==> src/design/ckrr_pkg.sv <==
package ckrr_pkg;

   localparam int unsigned COORD_W = 13;
   localparam int unsigned COUNT_W = 12;
   localparam int unsigned PIXEL_W = 24;
   localparam int unsigned CSR_IDX_W = 3;

   localparam logic [COORD_W-1:0] MAX_DIM = 13'd4096;
   localparam logic [COUNT_W-1:0] BATCH_LIMIT_RESET = 12'd2000;
   localparam logic [PIXEL_W-1:0] KEY_COLOR_RESET = 24'hFFFFFF;
   localparam logic [COORD_W-1:0] FRAME_WIDTH_RESET = 13'd640;
   localparam logic [COORD_W-1:0] FRAME_HEIGHT_RESET = 13'd480;

   typedef enum logic [CSR_IDX_W-1:0] {
      CSR_KEY_COLOR   = 3'd0,
      CSR_KEY_IS_TRANS = 3'd1,
      CSR_FRAME_WIDTH = 3'd2,
      CSR_FRAME_HEIGHT = 3'd3,
      CSR_BATCH_LIMIT = 3'd4
   } csr_index_type;

   typedef enum logic {
      KIND_RECT  = 1'b0,
      KIND_BATCH = 1'b1
   } record_kind_type;

   typedef struct packed {
      logic               frame_done;
      logic [COUNT_W-1:0] rect_total;
      logic [COORD_W-1:0] bottom_y;
      logic [COORD_W-1:0] top_y;
      logic [COORD_W-1:0] right_x;
      logic [COORD_W-1:0] left_x;
      record_kind_type    record_kind;
   } record_type;

   function automatic logic [COORD_W-1:0] clamp_dim(input logic [COORD_W-1:0] v);
      logic [COORD_W-1:0] r;
      r = v;
      if (v == '0) begin
         r = 13'd1;
      end else if (v > MAX_DIM) begin
         r = MAX_DIM;
      end
      return r;
   endfunction

endpackage

==> src/design/color_key_run_rectangles.sv <==
// color key run extractor
// req_ channel: one pixel per beat in raster order, top row first; the pixel's
// 24-bit value is compared with the key color and runs of kept pixels are found.
// rsp_ channel: rectangle records (one row high) and batch close records with
// the bounding box and rectangle count; tlast marks the final batch record of
// a frame. each pixel gives zero to three records.
// csr_ channel: register writes, always ready; write only while the block is idle.
// a pixel's records are written into the output queue at the edge that accepts it.
// throughput: one pixel per cycle while each pixel gives at most one record and
// the receiver takes one record per cycle. the records wait in a four entry
// output queue; req_tready is high while at least three entries are free, so a
// pixel giving several records holds off the input until they drain.
// a receiver stall lets records gather in the queue until fewer than three entries
// are free, which deasserts req_tready; no record is lost.
// reset (synchronous, active high) empties the queue, restarts at row 0
// column 0 with an empty box, and loads the register reset values.
module color_key_run_rectangles (
   input  logic                             clock,
   input  logic                             reset,
   input  logic                             req_tvalid,
   output logic                             req_tready,
   input  logic [23:0]                      req_tdata,   // pixel_word
   output logic                             rsp_tvalid,
   input  logic                             rsp_tready,
   output logic [63:0]                      rsp_tdata,   // left_x, right_x, top_y, bottom_y, rect_total
   output logic                             rsp_tuser,   // record_kind
   output logic                             rsp_tlast,   // frame_done
   input  logic                             csr_valid,
   output logic                             csr_ready,
   input  logic [ckrr_pkg::CSR_IDX_W-1:0]   csr_index,
   input  logic [ckrr_pkg::PIXEL_W-1:0]     csr_data
);

   localparam int unsigned QDEPTH = 4;
   localparam int unsigned QPTR_W = $clog2(QDEPTH);

   logic [ckrr_pkg::PIXEL_W-1:0] key_color_ff;
   logic                         key_trans_ff;
   logic [ckrr_pkg::COORD_W-1:0] frame_width_ff;
   logic [ckrr_pkg::COORD_W-1:0] frame_height_ff;
   logic [ckrr_pkg::COUNT_W-1:0] batch_limit_ff;

   logic [ckrr_pkg::COORD_W-1:0] column_pos_ff, column_pos_in;
   logic [ckrr_pkg::COORD_W-1:0] row_pos_ff, row_pos_in;
   logic                         run_active_ff, run_active_in;
   logic [ckrr_pkg::COORD_W-1:0] run_begin_ff, run_begin_in;
   logic [ckrr_pkg::COUNT_W-1:0] batch_count_ff, batch_count_in;
   logic [ckrr_pkg::COORD_W-1:0] box_left_ff, box_left_in;
   logic [ckrr_pkg::COORD_W-1:0] box_top_ff, box_top_in;
   logic [ckrr_pkg::COORD_W-1:0] box_right_ff, box_right_in;
   logic [ckrr_pkg::COORD_W-1:0] box_bottom_ff, box_bottom_in;

   ckrr_pkg::record_type         queue_ff [QDEPTH];
   logic [QPTR_W-1:0]            wr_ptr_ff, rd_ptr_ff;
   logic [QPTR_W:0]              count_ff, count_in;

   logic                         in_beat, out_beat;
   logic [ckrr_pkg::COORD_W-1:0] w_eff, h_eff, col_inc, row_inc;
   logic [ckrr_pkg::COUNT_W-1:0] lim_eff, count_inc;
   logic                         kept, row_end, frame_end, rect_valid, batch_close;
   logic [ckrr_pkg::COORD_W-1:0] rect_left, rect_right;
   logic [ckrr_pkg::COORD_W-1:0] upd_left, upd_top, upd_right, upd_bottom;
   ckrr_pkg::record_type         rect_rec, batch_rec, final_rec;
   ckrr_pkg::record_type         slot_rec [3];
   logic [1:0]                   push_n;

   assign in_beat    = req_tvalid & req_tready;
   assign out_beat   = rsp_tvalid & rsp_tready;
   assign req_tready = (count_ff <= (QPTR_W+1)'(QDEPTH - 3));
   assign csr_ready  = 1'b1;

   assign rsp_tvalid = (count_ff != '0);
   assign rsp_tdata  = {queue_ff[rd_ptr_ff].rect_total, queue_ff[rd_ptr_ff].bottom_y,
                        queue_ff[rd_ptr_ff].top_y, queue_ff[rd_ptr_ff].right_x,
                        queue_ff[rd_ptr_ff].left_x};
   assign rsp_tuser  = queue_ff[rd_ptr_ff].record_kind;
   assign rsp_tlast  = queue_ff[rd_ptr_ff].frame_done;

   always_comb begin
      w_eff     = ckrr_pkg::clamp_dim(frame_width_ff);
      h_eff     = ckrr_pkg::clamp_dim(frame_height_ff);
      lim_eff   = (batch_limit_ff == '0) ? 12'd1 : batch_limit_ff;
      col_inc   = column_pos_ff + 13'd1;
      row_inc   = row_pos_ff + 13'd1;
      kept      = key_trans_ff ? (req_tdata != key_color_ff) : (req_tdata == key_color_ff);
      row_end   = (col_inc >= w_eff);
      frame_end = row_end && (row_inc >= h_eff);

      rect_valid = (kept && row_end) || (!kept && run_active_ff);
      rect_left  = (kept && !run_active_ff) ? column_pos_ff : run_begin_ff;
      rect_right = kept ? col_inc : column_pos_ff;

      upd_left   = (rect_left < box_left_ff) ? rect_left : box_left_ff;
      upd_top    = (row_pos_ff < box_top_ff) ? row_pos_ff : box_top_ff;
      upd_right  = (rect_right > box_right_ff) ? rect_right : box_right_ff;
      upd_bottom = (row_inc > box_bottom_ff) ? row_inc : box_bottom_ff;
      count_inc  = batch_count_ff + 12'd1;
      batch_close = rect_valid && (count_inc >= lim_eff);

      rect_rec = '{frame_done: 1'b0, rect_total: '0, bottom_y: row_inc, top_y: row_pos_ff,
                   right_x: rect_right, left_x: rect_left,
                   record_kind: ckrr_pkg::KIND_RECT};
      batch_rec = '{frame_done: 1'b0, rect_total: count_inc, bottom_y: upd_bottom,
                    top_y: upd_top, right_x: upd_right, left_x: upd_left,
                    record_kind: ckrr_pkg::KIND_BATCH};

      // box state after the rectangle and a possible batch close
      if (batch_close) begin
         batch_count_in = '0;
         box_left_in    = ckrr_pkg::MAX_DIM;
         box_top_in     = ckrr_pkg::MAX_DIM;
         box_right_in   = '0;
         box_bottom_in  = '0;
      end else if (rect_valid) begin
         batch_count_in = count_inc;
         box_left_in    = upd_left;
         box_top_in     = upd_top;
         box_right_in   = upd_right;
         box_bottom_in  = upd_bottom;
      end else begin
         batch_count_in = batch_count_ff;
         box_left_in    = box_left_ff;
         box_top_in     = box_top_ff;
         box_right_in   = box_right_ff;
         box_bottom_in  = box_bottom_ff;
      end

      final_rec = '{frame_done: 1'b1, rect_total: batch_count_in, bottom_y: box_bottom_in,
                    top_y: box_top_in, right_x: box_right_in, left_x: box_left_in,
                    record_kind: ckrr_pkg::KIND_BATCH};

      if (frame_end) begin
         batch_count_in = '0;
         box_left_in    = ckrr_pkg::MAX_DIM;
         box_top_in     = ckrr_pkg::MAX_DIM;
         box_right_in   = '0;
         box_bottom_in  = '0;
      end

      if (rect_valid) begin
         slot_rec[0] = rect_rec;
         slot_rec[1] = batch_close ? batch_rec : final_rec;
      end else begin
         slot_rec[0] = final_rec;
         slot_rec[1] = final_rec;
      end
      slot_rec[2] = final_rec;
      push_n = 2'({1'b0, rect_valid}) + 2'({1'b0, batch_close}) + 2'({1'b0, frame_end});

      run_active_in = row_end ? 1'b0 : kept;
      run_begin_in  = (kept && !run_active_ff) ? column_pos_ff : run_begin_ff;
      column_pos_in = row_end ? '0 : col_inc;
      if (frame_end) begin
         row_pos_in = '0;
      end else if (row_end) begin
         row_pos_in = row_inc;
      end else begin
         row_pos_in = row_pos_ff;
      end

      count_in = count_ff + (in_beat ? (QPTR_W+1)'(push_n) : '0)
                 - (out_beat ? (QPTR_W+1)'(1) : '0);
   end

   always_ff @(posedge clock) begin
      if (reset) begin
         key_color_ff    <= ckrr_pkg::KEY_COLOR_RESET;
         key_trans_ff    <= 1'b1;
         frame_width_ff  <= ckrr_pkg::FRAME_WIDTH_RESET;
         frame_height_ff <= ckrr_pkg::FRAME_HEIGHT_RESET;
         batch_limit_ff  <= ckrr_pkg::BATCH_LIMIT_RESET;
      end else if (csr_valid && csr_ready) begin
         unique case (csr_index)
            ckrr_pkg::CSR_KEY_COLOR:    key_color_ff    <= csr_data;
            ckrr_pkg::CSR_KEY_IS_TRANS: key_trans_ff    <= csr_data[0];
            ckrr_pkg::CSR_FRAME_WIDTH:  frame_width_ff  <= csr_data[ckrr_pkg::COORD_W-1:0];
            ckrr_pkg::CSR_FRAME_HEIGHT: frame_height_ff <= csr_data[ckrr_pkg::COORD_W-1:0];
            ckrr_pkg::CSR_BATCH_LIMIT:  batch_limit_ff  <= csr_data[ckrr_pkg::COUNT_W-1:0];
            default: ;
         endcase
      end
   end

   always_ff @(posedge clock) begin
      if (reset) begin
         column_pos_ff  <= '0;
         row_pos_ff     <= '0;
         run_active_ff  <= 1'b0;
         run_begin_ff   <= '0;
         batch_count_ff <= '0;
         box_left_ff    <= ckrr_pkg::MAX_DIM;
         box_top_ff     <= ckrr_pkg::MAX_DIM;
         box_right_ff   <= '0;
         box_bottom_ff  <= '0;
      end else if (in_beat) begin
         column_pos_ff  <= column_pos_in;
         row_pos_ff     <= row_pos_in;
         run_active_ff  <= run_active_in;
         run_begin_ff   <= run_begin_in;
         batch_count_ff <= batch_count_in;
         box_left_ff    <= box_left_in;
         box_top_ff     <= box_top_in;
         box_right_ff   <= box_right_in;
         box_bottom_ff  <= box_bottom_in;
      end
   end

   always_ff @(posedge clock) begin
      if (reset) begin
         wr_ptr_ff <= '0;
         rd_ptr_ff <= '0;
         count_ff  <= '0;
      end else begin
         count_ff <= count_in;
         if (in_beat) begin
            wr_ptr_ff <= wr_ptr_ff + QPTR_W'(push_n);
         end
         if (out_beat) begin
            rd_ptr_ff <= rd_ptr_ff + QPTR_W'(1);
         end
      end
   end

   always_ff @(posedge clock) begin
      if (in_beat) begin
         for (int i = 0; i < 3; i++) begin
            if (2'(i) < push_n) begin
               queue_ff[wr_ptr_ff + QPTR_W'(i)] <= slot_rec[i];
            end
         end
      end
   end

endmodule

==> config.mk <==
export PLATFORM = sky130hd
export DESIGN_NAME = color_key_run_rectangles
export DESIGN_NICKNAME = d
export VERILOG_FILES = /design/src/design/ckrr_pkg.sv /design/src/design/color_key_run_rectangles.sv
export SDC_FILE = /design/constraint.sdc
export NUM_CORES = 1
export LEC_CHECK = 0
export BUFFER_PORTS_ARGS = -buffer_cell sky130_fd_sc_hd__buf_2
export CAP_MARGIN = 5
export CORE_UTILIZATION = 56
export CTS_CLUSTER_DIAMETER = 50
export CTS_CLUSTER_SIZE = 40
export DETAILED_ROUTE_END_ITERATION = 16
export GPL_TIMING_DRIVEN = 0
export PLACE_DENSITY = 0.86
export SYNTH_ARGS = -nofsm -noshare
export SYNTH_HDL_FRONTEND = slang
export SYNTH_SLANG_ARGS = --single-unit
==> constraint.sdc <==
create_clock -name clock -period 8 [get_ports clock]
set_input_delay 0.8 -clock clock [delete_from_list [all_inputs] [get_ports clock]]
set_output_delay 0.8 -clock clock [all_outputs]
set_load 0.02 [all_outputs]
==> flow_summary.ini <==
[critical_path]
cp.arrival_ps = 8290
slowest_stage = o21ai_1
worst-path-max-fanout = 12
critPathRequiredTime_ps = 8430
cp-start-kind = flip-flop
critPathMaxStageDelay_ps = 620
worst-path-buf-inv = 7
critPathLaunch = column_pos_ff[1]
critical_path_class = reg2reg
crit_chain = ha_1 -> nand3_1 -> nor2_2 -> and3_1 -> and3_1 -> xor2_1 -> ha_1 -> and3_1 -> a2111o_1 -> a31oi_1 -> a211o_1 -> buf_6 -> nand2_8 -> inv_2 -> buf_2 -> buf_2 -> fa_1 -> clkbuf_1 -> inv_1 -> nand2_1 -> o21ai_1 -> a21oi_1 -> buf_2 -> o2bb2ai_1
regToRegStartpoint = column_pos_ff[1]
critPathTopFamily = compound AO/OA/AOI/OAI gates
cp-end-kind = flip-flop

[synthesis]
synthTopCellsByArea = edfxtp_1 32%, dfxtp_1 15%, mux4_2 6.2%
synth.avg_cell_area_um2 = 10.3
yosysWarningCount = 0
yosysSeqAreaShare_pct = 47.7
syn_area_um2 = 23800
synth_flop_cell = edfxtp_1
synthArstFlopShare_pct = 0
synth_edf_count = 256
syn_inst = 2321
synth_seq_cells = 440
synth_fp_nets = 2476
synth.top_cell.area_share_pct = 32.2
ys_types = 77
synth_top_area_cell = edfxtp_1

[final_layout]
syn_to_final_growth_pct = 13.1
diodes = 0
post-route-util_pct = 64.3
final_cell_mix = 302 x nand2_1, 256 x edfxtp_1, 183 x dfxtp_1
layout-drive-gt1-share_pct = 15.1
mostFrequentLayoutCell = nand2_1
nets = 2651
design_area_um2 = 27000
layout.cells.non_filler = 3068

[sta]
tightest_slew_ps = 1440
period_minus_slack_ps = 7860
finalClockSkew_ps = 27.0
maxSlewHeadroom_pct = 3.31
whs_ps = 407
fin_crit_sh_pct = 98.3
drv_slew = 0
hold_violations = 0
finalSetupViolCount = 0
fmax_ghz = 0.127

[detailed_routing]
dr.pass1.iters = 9
postRouteAntennaNets = 0
routed_wl_mm = 76.3
wl_per_cell_um = 24.9
drt_iter0_markers = 3256
via_per_inst = 6.80
drc_errors = 0
num_vias = 20900

[power]
seq_power_share_pct = 42.6
p_leak_nw = 9.83
p_total_mw = 5.77
clock_power_share_pct = 36.8
power.density_nw_per_um2 = 214
netSwitchingFraction_pct = 31.5
p_sw_mw = 1.82
p_int_mw = 3.96
p_comb_share_pct = 20.6
ir_drop_mv = 0.162

[global_route]
grt_use_total_pct = 34.8
gr-total-overflow = 0
grt_pass1_vias = 20300
grt_pass1_wl_mm = 116
antenna_found_initial = 3
grt_max_degree = 48

[die]
dieArea_um2 = 43400
ios = 125
die_width_um = 208
start_util_pct = 56.9
die_h_um = 208
rows = 75
coreArea_um2 = 41900

[clocking]
h-tree-depth = 2
cts.sinks = 440
insertion_delay_ps = 610
cts_tree = built
cts_buffer_depth = 3
clockRootBuffer = clkbuf_16
numCtsBuffers = 41
clk_pin_slew_ps = 80

[min_path]
hold_path.class = in2reg
min_from = csr_data[23]

[place]
portBuffers = 123
place_congestion = 1.00
post_dp_cell_area_um2 = 25300
hpwl_mm = 53.1
placed_cells = 2987

[job]
maxCapViolations = 0

[outcome]
status = complete, no violations
-- state kept, by name (all words and copies together) (netlist names), 13 cells and up, named ones only --
register	cells
box_left_ff	13
run_begin_ff	13
column_pos_ff	13
box_right_ff	13
frame_height_ff	13
key_color_ff	24
row_pos_ff	13
queue_ff	264
box_bottom_ff	13
frame_width_ff	13
box_top_ff	13
-- metal layers --
metal	share of wire, %	GRT usage [%]	vias to the layer above	routed length [µm]
li1	-	-	9108	-
met1	37	45.4	9918	28600
met2	45	54.2	1498	34100
met3	13	8.85	335	9690
met4	5.1	16.6	4	3870
met5	0.035	0	-	27
-- what timing repair did --
action,CTS,global route
pin swaps,2,2
buffers inserted,1,5
gates cloned,0,0
resized for setup,21,20
hold buffers,0,0
setup endpoints to repair,463,311
-- per-stage QoR --
stage | setup WS [ps] | TNS (ps)
2_1_floorplan | 546 | 0
4_1_cts | 17.9 | 0
3_3_place_gp | -3450 | -789430
3_5_place_dp | -1290 | -192650
5_1_grt | -8.75 | -11.1
6_report | 139 | 0
-- worst paths after layout --
path         cells past startpoint           endpoint  slack, ps
max                             24    queue_ff[3][21]        140
min                              3   key_color_ff[23]        410
max reg2reg                     24    queue_ff[3][21]        140
min reg2reg                      2  frame_width_ff[8]        480
-- worst register-to-register path, delay by kind of cell, from the launching register on --
family	cells	cell delay, ps
buf+inv	7	1920
compound gates	6	2120
flops	1	460
simple gates	7	1890
xor+xnor	1	200
fa+ha+maj	3	1080
-- Yosys cell counts, drive strengths merged, types with 26 or more instances --
cell	instances
o22ai	29
nand2	307
o21ai	171
buf	61
a21o	26
inv	111
ha	97
o2bb2ai	116
xnor2	27
xor2	46
nor3	26
mux2i	28
o221ai	32
dfxtp	184
clkbuf	103
a22oi	75
nand3	63
nor2	128
a21oi	118
mux4	66
edfxtp	256
-- final cells by class --
class | count | area [µm²]
plain buffers | 161 | 677
clock buffers | 43 | 1030
clock inverters | 33 | 429
fillers | 3199 | 15000
inverters | 111 | 422
multi-input cells | 1606 | 11600
flip-flops and latches | 440 | 11400
well taps | 539 | 674
repair buffers | 135 | 783
-- cells by family (layout without fill, tap and decap cells) --
family / count (synthesis) / after routing / share of synthesized area (%)
flops: 440 / 440 / 47.7
mux: 95 / 95 / 7.46
compound gates: 699 / 699 / 20.3
xor+xnor: 73 / 73 / 2.68
fa+ha+maj: 99 / 99 / 5.26
other cells: 1 / 1 / 0.0157
buf+inv: 275 / 483 / 4.61
simple gates: 639 / 639 / 12.0
-- power by group through the flow --
| stage | sequential, mW | clock [mW] | combinational [mW] |
|---|---|---|---|
| 6_report | 2.46 | 2.12 | 1.19 |
| 5_1_grt | 2.46 | 2.20 | 1.26 |
| 4_1_cts | 2.46 | 2.11 | 1.18 |
| 3_5_place_dp | 2.51 | 0 | 1.17 |
| 3_3_place_gp | 2.50 | 0 | 1.14 |
| 2_1_floorplan | 2.49 | 0 | 0.802 |
No activity file was read; power rests on OpenSTA's default activity.
